==> src/rtl/core/fmc_pkg.sv <==
// fmc_pkg: shared constants, command and status codes, request and response types
// for the paired fifo matcher; no dependencies
package fmc_pkg;

	localparam int QUEUE_DEPTH = 64;
	localparam int ID_BITS     = 16;

	localparam int FIELD_W = 16;
	localparam int PTR_W   = (QUEUE_DEPTH > 1) ? $clog2(QUEUE_DEPTH) : 1;
	localparam int CNT_W   = $clog2(QUEUE_DEPTH + 1);
	localparam int SUM_W   = PTR_W + 1;

	localparam logic [1:0] CMD_ADD_RIDER  = 2'd0;
	localparam logic [1:0] CMD_ADD_DRIVER = 2'd1;
	localparam logic [1:0] CMD_MATCH      = 2'd2;
	localparam logic [1:0] CMD_CANCEL     = 2'd3;

	localparam logic [1:0] STAT_DONE    = 2'd0;
	localparam logic [1:0] STAT_MATCHED = 2'd1;
	localparam logic [1:0] STAT_NO_PAIR = 2'd2;
	localparam logic [1:0] STAT_FULL    = 2'd3;

	typedef logic [ID_BITS-1:0] id_t;
	typedef logic [PTR_W-1:0]   ptr_t;
	typedef logic [CNT_W-1:0]   cnt_t;

	typedef struct packed {
		logic [1:0]         command;
		logic [FIELD_W-1:0] entity_id;
	} req_t;

	typedef struct packed {
		logic [1:0]         status;
		logic [FIELD_W-1:0] driver_id;
		logic [FIELD_W-1:0] rider_id;
	} rsp_t;

endpackage

==> src/rtl/core/paired_fifo_matcher_with_cancel.sv <==
// paired_fifo_matcher_with_cancel: top level, command sequencer and queue state
// depends on fmc_pkg, fmc_ram, fmc_unit
//
// Two circular queues of ids (riders, drivers) sit in two rams of QUEUE_DEPTH
// entries each. One request is taken at a time; req_ready is high while the
// sequencer is idle, even if a response still waits on rsp. An add or a match
// with an empty queue goes from EXEC straight to RESP, a match that pairs passes
// through MREAD, and a cancel passes through SCAN: the cancel walks the rider
// queue one entry per cycle through the rider ram read port and the shared
// comparator, writing each younger entry one place down once the id has been
// found. A response held back by rsp_ready stalls the next response.
module paired_fifo_matcher_with_cancel
	import fmc_pkg::*;
(
	input  logic clk,
	input  logic arst_n,
	input  logic req_valid,
	output logic req_ready,
	input  req_t req,
	output logic rsp_valid,
	input  logic rsp_ready,
	output rsp_t rsp
);

	localparam logic [2:0] S_IDLE  = 3'd0;
	localparam logic [2:0] S_EXEC  = 3'd1;
	localparam logic [2:0] S_MREAD = 3'd2;
	localparam logic [2:0] S_SCAN  = 3'd3;
	localparam logic [2:0] S_RESP  = 3'd4;

	logic [2:0] state_q;
	logic [1:0] cmd_q;
	id_t        id_q;
	ptr_t       r_head_q;
	ptr_t       d_head_q;
	cnt_t       r_count_q;
	cnt_t       d_count_q;
	cnt_t       scan_i_q;
	logic       rd_v_q;
	logic       found_q;
	ptr_t       rd_addr_s1;
	ptr_t       last_addr_q;
	rsp_t       res_q;
	rsp_t       rsp_q;
	logic       rsp_valid_q;

	ptr_t       u_base;
	cnt_t       u_offset;
	ptr_t       u_addr;
	logic       u_eq;

	logic       r_we;
	ptr_t       r_waddr;
	id_t        r_wdata;
	ptr_t       r_raddr;
	id_t        r_rdata;
	logic       d_we;
	id_t        d_rdata;

	logic       r_full;
	logic       d_full;
	logic       scan_issue;
	logic       scan_done;
	logic       rsp_free;

	assign r_full     = (r_count_q == CNT_W'(QUEUE_DEPTH));
	assign d_full     = (d_count_q == CNT_W'(QUEUE_DEPTH));
	assign scan_issue = (state_q == S_SCAN) && (scan_i_q < r_count_q);
	assign scan_done  = (state_q == S_SCAN) && !scan_issue && !rd_v_q;
	assign rsp_free   = !rsp_valid_q || rsp_ready;

	assign req_ready = (state_q == S_IDLE);
	assign rsp_valid = rsp_valid_q;
	assign rsp       = rsp_q;

	// shared unit operand select
	always_comb begin
		u_base   = r_head_q;
		u_offset = scan_i_q;
		if (state_q == S_EXEC && cmd_q == CMD_ADD_DRIVER) begin
			u_base   = d_head_q;
			u_offset = d_count_q;
		end else if (state_q == S_EXEC && cmd_q == CMD_ADD_RIDER) begin
			u_offset = r_count_q;
		end
	end

	fmc_unit u_unit (
		.base   (u_base),
		.offset (u_offset),
		.id_a   (r_rdata),
		.id_b   (id_q),
		.addr   (u_addr),
		.eq     (u_eq)
	);

	always_comb begin
		r_we    = 1'b0;
		r_waddr = u_addr;
		r_wdata = id_q;
		if (state_q == S_EXEC && cmd_q == CMD_ADD_RIDER && !r_full) begin
			r_we = 1'b1;
		end else if (state_q == S_SCAN && rd_v_q && found_q) begin
			r_we    = 1'b1;
			r_waddr = last_addr_q;
			r_wdata = r_rdata;
		end
		r_raddr = (state_q == S_SCAN) ? u_addr : r_head_q;
		d_we    = (state_q == S_EXEC) && (cmd_q == CMD_ADD_DRIVER) && !d_full;
	end

	fmc_ram #(
		.WIDTH (ID_BITS),
		.DEPTH (QUEUE_DEPTH)
	) u_rider_ram (
		.clk   (clk),
		.we    (r_we),
		.waddr (r_waddr),
		.wdata (r_wdata),
		.raddr (r_raddr),
		.rdata (r_rdata)
	);

	fmc_ram #(
		.WIDTH (ID_BITS),
		.DEPTH (QUEUE_DEPTH)
	) u_driver_ram (
		.clk   (clk),
		.we    (d_we),
		.waddr (u_addr),
		.wdata (id_q),
		.raddr (d_head_q),
		.rdata (d_rdata)
	);

	// control state
	always_ff @(posedge clk or negedge arst_n) begin
		if (!arst_n) begin
			state_q     <= S_IDLE;
			r_head_q    <= '0;
			d_head_q    <= '0;
			r_count_q   <= '0;
			d_count_q   <= '0;
			scan_i_q    <= '0;
			rd_v_q      <= 1'b0;
			found_q     <= 1'b0;
			rsp_valid_q <= 1'b0;
		end else begin
			if (state_q == S_RESP && rsp_free) begin
				rsp_valid_q <= 1'b1;
			end else if (rsp_valid_q && rsp_ready) begin
				rsp_valid_q <= 1'b0;
			end
			unique case (state_q)
				S_IDLE: begin
					if (req_valid) begin
						state_q <= S_EXEC;
					end
				end
				S_EXEC: begin
					scan_i_q <= '0;
					rd_v_q   <= 1'b0;
					found_q  <= 1'b0;
					unique case (cmd_q)
						CMD_ADD_RIDER: begin
							if (!r_full) begin
								r_count_q <= r_count_q + CNT_W'(1);
							end
							state_q <= S_RESP;
						end
						CMD_ADD_DRIVER: begin
							if (!d_full) begin
								d_count_q <= d_count_q + CNT_W'(1);
							end
							state_q <= S_RESP;
						end
						CMD_MATCH: begin
							if (r_count_q == '0 || d_count_q == '0) begin
								state_q <= S_RESP;
							end else begin
								state_q <= S_MREAD;
							end
						end
						CMD_CANCEL: begin
							state_q <= S_SCAN;
						end
						default: begin
							state_q <= S_RESP;
						end
					endcase
				end
				S_MREAD: begin
					r_head_q  <= (r_head_q == PTR_W'(QUEUE_DEPTH - 1)) ? '0
						: r_head_q + PTR_W'(1);
					d_head_q  <= (d_head_q == PTR_W'(QUEUE_DEPTH - 1)) ? '0
						: d_head_q + PTR_W'(1);
					r_count_q <= r_count_q - CNT_W'(1);
					d_count_q <= d_count_q - CNT_W'(1);
					state_q   <= S_RESP;
				end
				S_SCAN: begin
					rd_v_q <= scan_issue;
					if (scan_issue) begin
						scan_i_q <= scan_i_q + CNT_W'(1);
					end
					if (rd_v_q && !found_q && u_eq) begin
						found_q <= 1'b1;
					end
					if (scan_done) begin
						if (found_q) begin
							r_count_q <= r_count_q - CNT_W'(1);
						end
						state_q <= S_RESP;
					end
				end
				S_RESP: begin
					if (rsp_free) begin
						state_q <= S_IDLE;
					end
				end
				default: begin
					state_q <= S_IDLE;
				end
			endcase
		end
	end

	// payload registers
	always_ff @(posedge clk) begin
		if (req_valid && req_ready) begin
			cmd_q <= req.command;
			id_q  <= req.entity_id[ID_BITS-1:0];
		end
		if (scan_issue) begin
			rd_addr_s1 <= u_addr;
		end
		if (state_q == S_SCAN && rd_v_q) begin
			last_addr_q <= rd_addr_s1;
		end
		if (state_q == S_EXEC) begin
			res_q.driver_id <= '0;
			res_q.rider_id  <= '0;
			if (cmd_q == CMD_ADD_RIDER && r_full) begin
				res_q.status <= STAT_FULL;
			end else if (cmd_q == CMD_ADD_DRIVER && d_full) begin
				res_q.status <= STAT_FULL;
			end else if (cmd_q == CMD_MATCH) begin
				res_q.status <= STAT_NO_PAIR;
			end else begin
				res_q.status <= STAT_DONE;
			end
		end
		if (state_q == S_MREAD) begin
			res_q.status    <= STAT_MATCHED;
			res_q.driver_id <= FIELD_W'(d_rdata);
			res_q.rider_id  <= FIELD_W'(r_rdata);
		end
		if (state_q == S_RESP && rsp_free) begin
			rsp_q <= res_q;
		end
	end

`ifndef SYNTHESIS
	a_count_bound: assert property (@(posedge clk) disable iff (!arst_n)
		(r_count_q <= CNT_W'(QUEUE_DEPTH)) && (d_count_q <= CNT_W'(QUEUE_DEPTH)))
		else $error("queue count above depth");

	a_match_nonempty: assert property (@(posedge clk) disable iff (!arst_n)
		(state_q == S_MREAD) |-> (r_count_q != '0 && d_count_q != '0))
		else $error("match pop from empty queue");

	a_scan_write_after_hit: assert property (@(posedge clk) disable iff (!arst_n)
		(state_q == S_SCAN && r_we) |-> found_q)
		else $error("rider ram written before cancel hit");

	a_resp_once: assert property (@(posedge clk) disable iff (!arst_n)
		(state_q == S_RESP && rsp_free) |=> (rsp_valid_q && state_q == S_IDLE))
		else $error("response not issued");
`endif

endmodule

==> src/rtl/core/fmc_ram.sv <==
// fmc_ram: generic simple dual-port ram, one write and one registered read per cycle
// no dependencies
module fmc_ram #(
	parameter int WIDTH = 16,
	parameter int DEPTH = 64
) (
	input  logic                                    clk,
	input  logic                                    we,
	input  logic [((DEPTH > 1) ? $clog2(DEPTH) : 1)-1:0] waddr,
	input  logic [WIDTH-1:0]                        wdata,
	input  logic [((DEPTH > 1) ? $clog2(DEPTH) : 1)-1:0] raddr,
	output logic [WIDTH-1:0]                        rdata
);

	logic [WIDTH-1:0] mem_q [DEPTH];

	always_ff @(posedge clk) begin
		if (we) begin
			mem_q[waddr] <= wdata;
		end
		rdata <= mem_q[raddr];
	end

endmodule

==> src/rtl/core/fmc_unit.sv <==
// fmc_unit: shared circular address adder and id comparator
// depends on fmc_pkg
module fmc_unit
	import fmc_pkg::*;
(
	input  ptr_t base,
	input  cnt_t offset,
	input  id_t  id_a,
	input  id_t  id_b,
	output ptr_t addr,
	output logic eq
);

	logic [SUM_W-1:0] sum;
	logic [SUM_W-1:0] wrapped;

	always_comb begin
		sum     = SUM_W'(base) + SUM_W'(offset);
		wrapped = sum - SUM_W'(QUEUE_DEPTH);
		if (sum >= SUM_W'(QUEUE_DEPTH)) begin
			addr = wrapped[PTR_W-1:0];
		end else begin
			addr = sum[PTR_W-1:0];
		end
		eq = (id_a == id_b);
	end

endmodule

==> config.mk <==
export PLATFORM = sky130hd
export DESIGN_NAME = paired_fifo_matcher_with_cancel
export DESIGN_NICKNAME = d
export VERILOG_FILES = /design/src/rtl/core/fmc_pkg.sv /design/src/rtl/core/paired_fifo_matcher_with_cancel.sv /design/src/rtl/core/fmc_ram.sv /design/src/rtl/core/fmc_unit.sv
export SDC_FILE = /design/constraint.sdc
export NUM_CORES = 2
export LEC_CHECK = 0
export BUFFER_PORTS_ARGS = -buffer_cell sky130_fd_sc_hd__buf_2
export CAP_MARGIN = 20
export CORE_MARGIN = 3
export CORE_UTILIZATION = 40
export CTS_CLUSTER_DIAMETER = 40
export DETAILED_ROUTE_END_ITERATION = 8
export GPL_TIMING_DRIVEN = 0
export REMOVE_ABC_BUFFERS = 1
export SYNTH_ARGS = -nofsm -noshare
export SYNTH_HDL_FRONTEND = slang
export SYNTH_HIERARCHICAL = 1
export SYNTH_SLANG_ARGS = --single-unit
==> constraint.sdc <==
create_clock -name clk -period 6.35 [get_ports clk]
set_input_delay 1.5875 -clock clk [delete_from_list [all_inputs] [get_ports clk]]
set_output_delay 1.5875 -clock clk [all_outputs]
set_load 0.01 [all_outputs]
After elaboration in Yosys (flattened, before gate mapping):

Memory sizes are Yosys's and may differ from the RTL's. A register that Yosys moved wholly into a read port is not among the register bits.
Cells that the tools add are included.

* add/subtract/negate cells: 9
* equality and inequality tests: 22
* order comparisons: 2
* mux-type cells: 43
* reductions and logical operators: 38

Operators with widths (number)
* 2-to-1 mux 32 bit: 2
* 2-to-1 mux 7 bit: 9
* 2-to-1 mux 6 bit: 7
* 2-to-1 mux 16 bit: 2
* one-hot mux 7 bit (2 select lines): 2
* adder 7 x 1 -> 7 bit, second input constant: 3
* one-hot mux 7 bit (3 select lines): 1
* equality test 16 bit: 1
* logical AND 1 bit: 16
* one-hot mux 3 bit (5 select lines): 1
* equality test 7 bit, second input constant: 2
* zero test 7 bit: 2
* != test 2 bit, second input constant: 7
* subtractor 7 x 1 -> 7 bit, second input constant: 2
* adder 6 x 1 -> 6 bit, second input constant: 2
* equality test 6 bit, second input constant: 2
* 2-to-1 mux 3 bit: 4
* 2-to-1 mux 1 bit: 9
* one-hot mux 3 bit (3 select lines): 1
* adder 6 x 7 -> 7 bit: 1
* greater-or-equal comparator 7 bit, second input constant: 1
* < comparator 7 bit: 1
* equality test 3 x 2 -> 1 bit, second input constant: 2
* zero test 1 bit: 6
* 17 further kinds: 28

* bits in writable memories: 2048
* input port bits: 22
* flip-flop bits (word level): 137
* memories: 2
* output and inout port bits: 36

Memory list
* u_driver_ram.mem_q: depth 64, bits a word 16, read ports 1, clocked after memory_dff 1, wr ports 1, line fmc_ram.sv:15 `logic [WIDTH-1:0] mem_q [DEPTH];`
* u_rider_ram.mem_q: depth 64, bits a word 16, read ports 1, clocked after memory_dff 1, wr ports 1, line fmc_ram.sv:15

Longest topological paths before layout:

* depth in word-level cells: 9
* gate-level depth with buffers: 21
* gate-level depth less buffers: 16

Cells and area by module:

Netlist, hierarchy kept.

By module, submodules not included
* fmc_ram: area an instance 40042.2 µm², sequential area each 31069.8 µm², instances 2, cells an instance 1829
* paired_fifo_matcher_with_cancel: area an instance 6152.2 µm², sequential area each 3898.7 µm², instances 1, cells an instance 463
* fmc_unit: area an instance 357.8 µm², sequential area each 0.0 µm², instances 1, cells an instance 40

Worst setup path before layout:

Ideal clock, no wire load.

* path kind: register -> register
* start: register state_q[2]
* end: memory u_rider_ram.mem_q[48][0] (enable)
* library setup time: 0.409 ns
* cell stages (with the launch flop): 15
* path buffers: 3
* arrival: 4.396 ns
* required time: 5.941 ns
* path slack: 1.545 ns
* cell sequence: dfrtp_1 > buf_2 > nand2b_1 > nor4_4 > buf_2 > mux2_2 > ha_1 > fa_1 > a21o_1 > a21oi_1 > xnor2_1 > mux2_2 > clkbuf_1 > nand4b_1 > nor3_1

* elaborated cells on any way between the ends: 20

RTL lines
* start, declared: line paired_fifo_matcher_with_cancel.sv:31 `logic [2:0] state_q;`
* start signal, assigned: line paired_fifo_matcher_with_cancel.sv:139 `state_q <= S_IDLE;`
* start signal, assigned: line paired_fifo_matcher_with_cancel.sv:157 `state_q <= S_EXEC;`
* start signal, assigned: line paired_fifo_matcher_with_cancel.sv:169 `state_q <= S_RESP;`
* equality test 3 x 1 -> 1 bit (*): line paired_fifo_matcher_with_cancel.sv:80 `if (state_q == S_EXEC && cmd_q == CMD_ADD_DRIVER) begin`
* logical AND 1 bit (*): line paired_fifo_matcher_with_cancel.sv:80
* 2-to-1 mux 6 bit (*): line paired_fifo_matcher_with_cancel.sv:80
* net u_base[0]: line paired_fifo_matcher_with_cancel.sv:47 `ptr_t u_base;`
* adder 6 x 7 -> 7 bit (*): line fmc_unit.sv:18 `sum = SUM_W'(base) + SUM_W'(offset);`
* subtractor 6 x 1 -> 6 bit or greater-or-equal comparator 7 bit (tied branches): line fmc_unit.sv:19, fmc_unit.sv:20
* 2-to-1 mux 6 bit (*): line fmc_unit.sv:20 `if (sum >= SUM_W'(QUEUE_DEPTH)) begin`
* net u_addr[4]: line paired_fifo_matcher_with_cancel.sv:49 `ptr_t u_addr;`
* 2-to-1 mux 6 bit: line paired_fifo_matcher_with_cancel.sv:103 `end else if (state_q == S_SCAN && rd_v_q && found_q) begin`
* 2-to-1 mux 6 bit (*): line paired_fifo_matcher_with_cancel.sv:101 `if (state_q == S_EXEC && cmd_q == CMD_ADD_RIDER && !r_full) begin`
* net r_waddr[4]: line paired_fifo_matcher_with_cancel.sv:53 `ptr_t r_waddr;`
* end, declared: line fmc_ram.sv:15

Mark *: on every way through the listed nets, which the timed path passes. The rest lies on a longest branch.

Worst setup path after layout:

* start: register state_q[1]
* end: register u_rider_ram.rdata[4] (read register of u_rider_ram.mem_q)

* longest elaborated chain between the ends: 8
* elaborated cells on any way between the ends: 12

Ends and longest elaborated chain
* equality test 3 x 1 -> 1 bit (*): line paired_fifo_matcher_with_cancel.sv:80, paired_fifo_matcher_with_cancel.sv:83
* logical AND 1 bit: line paired_fifo_matcher_with_cancel.sv:83 `end else if (state_q == S_EXEC && cmd_q == CMD_ADD_RIDER) begin`
* 2-to-1 mux 7 bit: line paired_fifo_matcher_with_cancel.sv:83
* 2-to-1 mux 7 bit (*): line paired_fifo_matcher_with_cancel.sv:80
* net u_offset[0]: line paired_fifo_matcher_with_cancel.sv:48 `cnt_t u_offset;`
* adder 6 x 7 -> 7 bit (*): line fmc_unit.sv:18
* subtractor 6 x 1 -> 6 bit or greater-or-equal comparator 7 bit (tied branches): line fmc_unit.sv:19, fmc_unit.sv:20
* 2-to-1 mux 6 bit (*): line fmc_unit.sv:20
* net u_addr[2]: line paired_fifo_matcher_with_cancel.sv:49
* 2-to-1 mux 6 bit (*): line paired_fifo_matcher_with_cancel.sv:108 `r_raddr = (state_q == S_SCAN) ? u_addr : r_head_q;`
* net r_raddr[2]: line paired_fifo_matcher_with_cancel.sv:55 `ptr_t r_raddr;`
* end, declared: line fmc_ram.sv:12 `output logic [WIDTH-1:0] rdata`

Marks and branches as above.
A chain may end at the register's enable or synchronous reset.

==> flow_summary_export.csv <==
group,metric,value,unit
timing,drv_slew,0,
drt,vias_per_cell,5.58,
final_layout,final_cells,7540,
worst_setup_path,cpPeakStageDelay,0.63,ns
power,peakVddDrop,331,uV
clocking,clk_pin_slew,0.05,ns
worst_setup_path,start_kind,"register",
die,die_h,471,um
drt,ant_nets,0,
final_layout,syn2layout_area_growth,18.5,%
place,portBuffers,57,
grt,antenna_found_initial,7,
worst_setup_path,worstPathRequired,7.06,ns
yosys,synth_area_per_cell,20.8,um^2
die,die-area,222000,um^2
power,p_per_area,414,nW/um^2
place,place_congestion,0.774,
yosys,syn_area,86600,um^2
worst_setup_path,cp_max_fo,86,
grt,gr-total-overflow,0,
timing,fmax,0.163,GHz
clocking,clock_latency,0.90,ns
worst_setup_path,r2r_setup_slack,0.22,ns
worst_setup_path,cp-end-kind,"register",
timing,setup_viol,0,
drt,route.detailed.drc,0,
min_path,hold_path.class,"reg2reg",
drt,routed_wirelength,208,mm
die,start_util,40.3,%
clocking,cts_made_buffers,281,
worst_setup_path,path_common_cell,"buf_16",
worst_setup_path,cp_cell_sequence,"nor2_1 > and2_1 > nand2_1 > mux2i_1 > o21ai_0 > ha_4 > fa_2 > xor2_2 > buf_8 > mux2_8 > buf_16 > buf_16 > mux4_2 > mux2_2 > a221oi_1 > a311oi_1",
clocking,clock_path_buffers,4,
worst_setup_path,critical_path_arrival,6.83,ns
grt,grt_pass1_wl,301,mm
timing,timing.final.crit_period,6.13,ns
clocking,cts_root_buffer,"clkbuf_16",
final_layout,drive_above_1_share,29.9,%
timing,slew_headroom,27.8,%
grt,grt_pass1_vias,42887,
worst_setup_path,crit_type,"reg2reg",
timing,worst_pin_slew,1.08,ns
worst_setup_path,crit_slowest_cell,"a221oi_1",
clocking,cts_tree,"built",
drt,drt-pass1-iter-count,5,
die,ios,58,
yosys,syn_inst,4157,
clocking,clock_sinks,2217,
die,die_w,471,um
power,leakagePower,32.3,nW
die,coreArea,215000,um^2
timing,hold_ws,0.413,ns
drt,drtIter0Drc,4048,
die,rows,170,
drt,wl_per_cell,27.5,um
timing,skew,0.0545,ns
clocking,htree_levels,5,
timing,rsz0062_at_grt,"no",
grt,grtUsageTotal,18.5,%
yosys,yosysWarningCount,6,
final_layout,num-nets-final,4552,
timing,period_share,96.5,%
place,dpl.hpwl,132,mm
outcome,status,"completed",
run,maxCapViolCount,0,
drt,vias,42092,
grt,grt_max_degree,87,
place,dp.cells,7051,
timing,hold_violations,0,
[registers in the layout, indices dropped and copies added, names as in the netlist, 3 cells and up]
signal	flops
r_count_q	7
r_head_q	6
u_rider_ram/mem_q	1024
last_addr_q	6
rsp	34
d_count_q	7
id_q	16
u_driver_ram/rdata	16
res_q	34
state_q	3
u_driver_ram/mem_q	1024
rd_addr_s1	6
d_head_q	6
scan_i_q	7
u_rider_ram/rdata	16
[report_power, final]
| part | internal, mW | total [mW] | leakage [nW] | switching, mW |
|---|---|---|---|---|
| clock network | 9.36 | 15.3 | 4.33 | 5.93 |
| logic | 4.09 | 9.44 | 7.87 | 5.36 |
| registers | 17.2 | 17.7 | 20.1 | 0.504 |
[path summary, 6_finish.rpt]
path	from	endpoint	cells after the start
max	state_q[1]	u_rider_ram/rdata[4]	16
min	rd_addr_s1[3]	last_addr_q[3]	0
max reg2reg	state_q[1]	u_rider_ram/rdata[4]	16
min reg2reg	rd_addr_s1[3]	last_addr_q[3]	0
max in group asynchronous	arst_n	d_head_q[0]	1
min in group asynchronous	arst_n	rsp_valid	1
[worst max-delay path: cells and delay by family, from the launching register on]
family,cells,cell delay [ns]
simple gates,3,1.01
fa+ha+maj,2,0.62
compound gates,3,0.89
buf+inv,3,0.99
xor+xnor,1,0.27
flops,1,0.55
mux,4,1.35
[layout make-up]
type | count | area (um^2)
Sequential cell | 2217 | 66100
Multi-Input combinational cell | 1708 | 19500
Timing Repair Buffer | 282 | 4540
Clock buffer | 333 | 7440
Clock inverter | 145 | 1510
Inverter | 13 | 48.8
Tap cell | 2838 | 3550
Antenna cell | 4 | 10.0
Fill cell | 17335 | 112000
[metrics by stage]
stage | setup TNS, ns | util (%) | total power, mW | worst slack [ns] | area, um^2
after floorplan | - | - | 25.3 | -11.22 | 85000
after global placement | - | 41.4 | 27.9 | -20.68 | 88900
after detailed placement | -4.95 | 43.5 | 27.4 | -0.776 | 93500
after CTS | 0 | 47.7 | 42.8 | 0.0462 | 103000
after global routing | 0 | 47.8 | 44.0 | 0.00328 | 103000
final | 0 | 47.8 | 42.4 | 0.224 | 103000
[per-layer routing]
layer | track usage [%] | part of all wire [%] | up-vias
met3 | 3.46 | 6.7 | 355
met2 | 30.8 | 50 | 1501
met1 | 24.6 | 40 | 22269
met4 | 5.78 | 2.8 | 2
met5 | 0 | 0.0063 | -
li1 | - | - | 17965
[timing repair]
item / in CTS / in global routing
setup buffers: 0 / 0
endpoints found under the setup margin: 16 / 8
pin swaps: 1 / 0
gates resized for setup: 5 / 5
hold buffers: 0 / 0
gates cloned: 4 / 2
[cells in the final DEF (no fill, tap or decap), types with 34 or more instances in the layout]
| cell | count |
|---|---|
| clkbuf_1 | 41 |
| nor2_1 | 45 |
| a21oi_1 | 53 |
| o21ai_0 | 37 |
| nor2_2 | 130 |
| nand3_1 | 55 |
| buf_16 | 67 |
| clkbuf_16 | 291 |
| a22oi_1 | 78 |
| mux2i_1 | 172 |
| buf_8 | 115 |
| buf_2 | 58 |
| mux2_2 | 87 |
| edfxtp_1 | 2144 |
| nand4_1 | 35 |
| nor2b_1 | 60 |
| nand2_1 | 158 |
| dfxtp_1 | 34 |
| mux4_2 | 440 |
| dfrtp_1 | 34 |
| and2_1 | 40 |
Note: power is estimated with default switching activity, not from simulation.
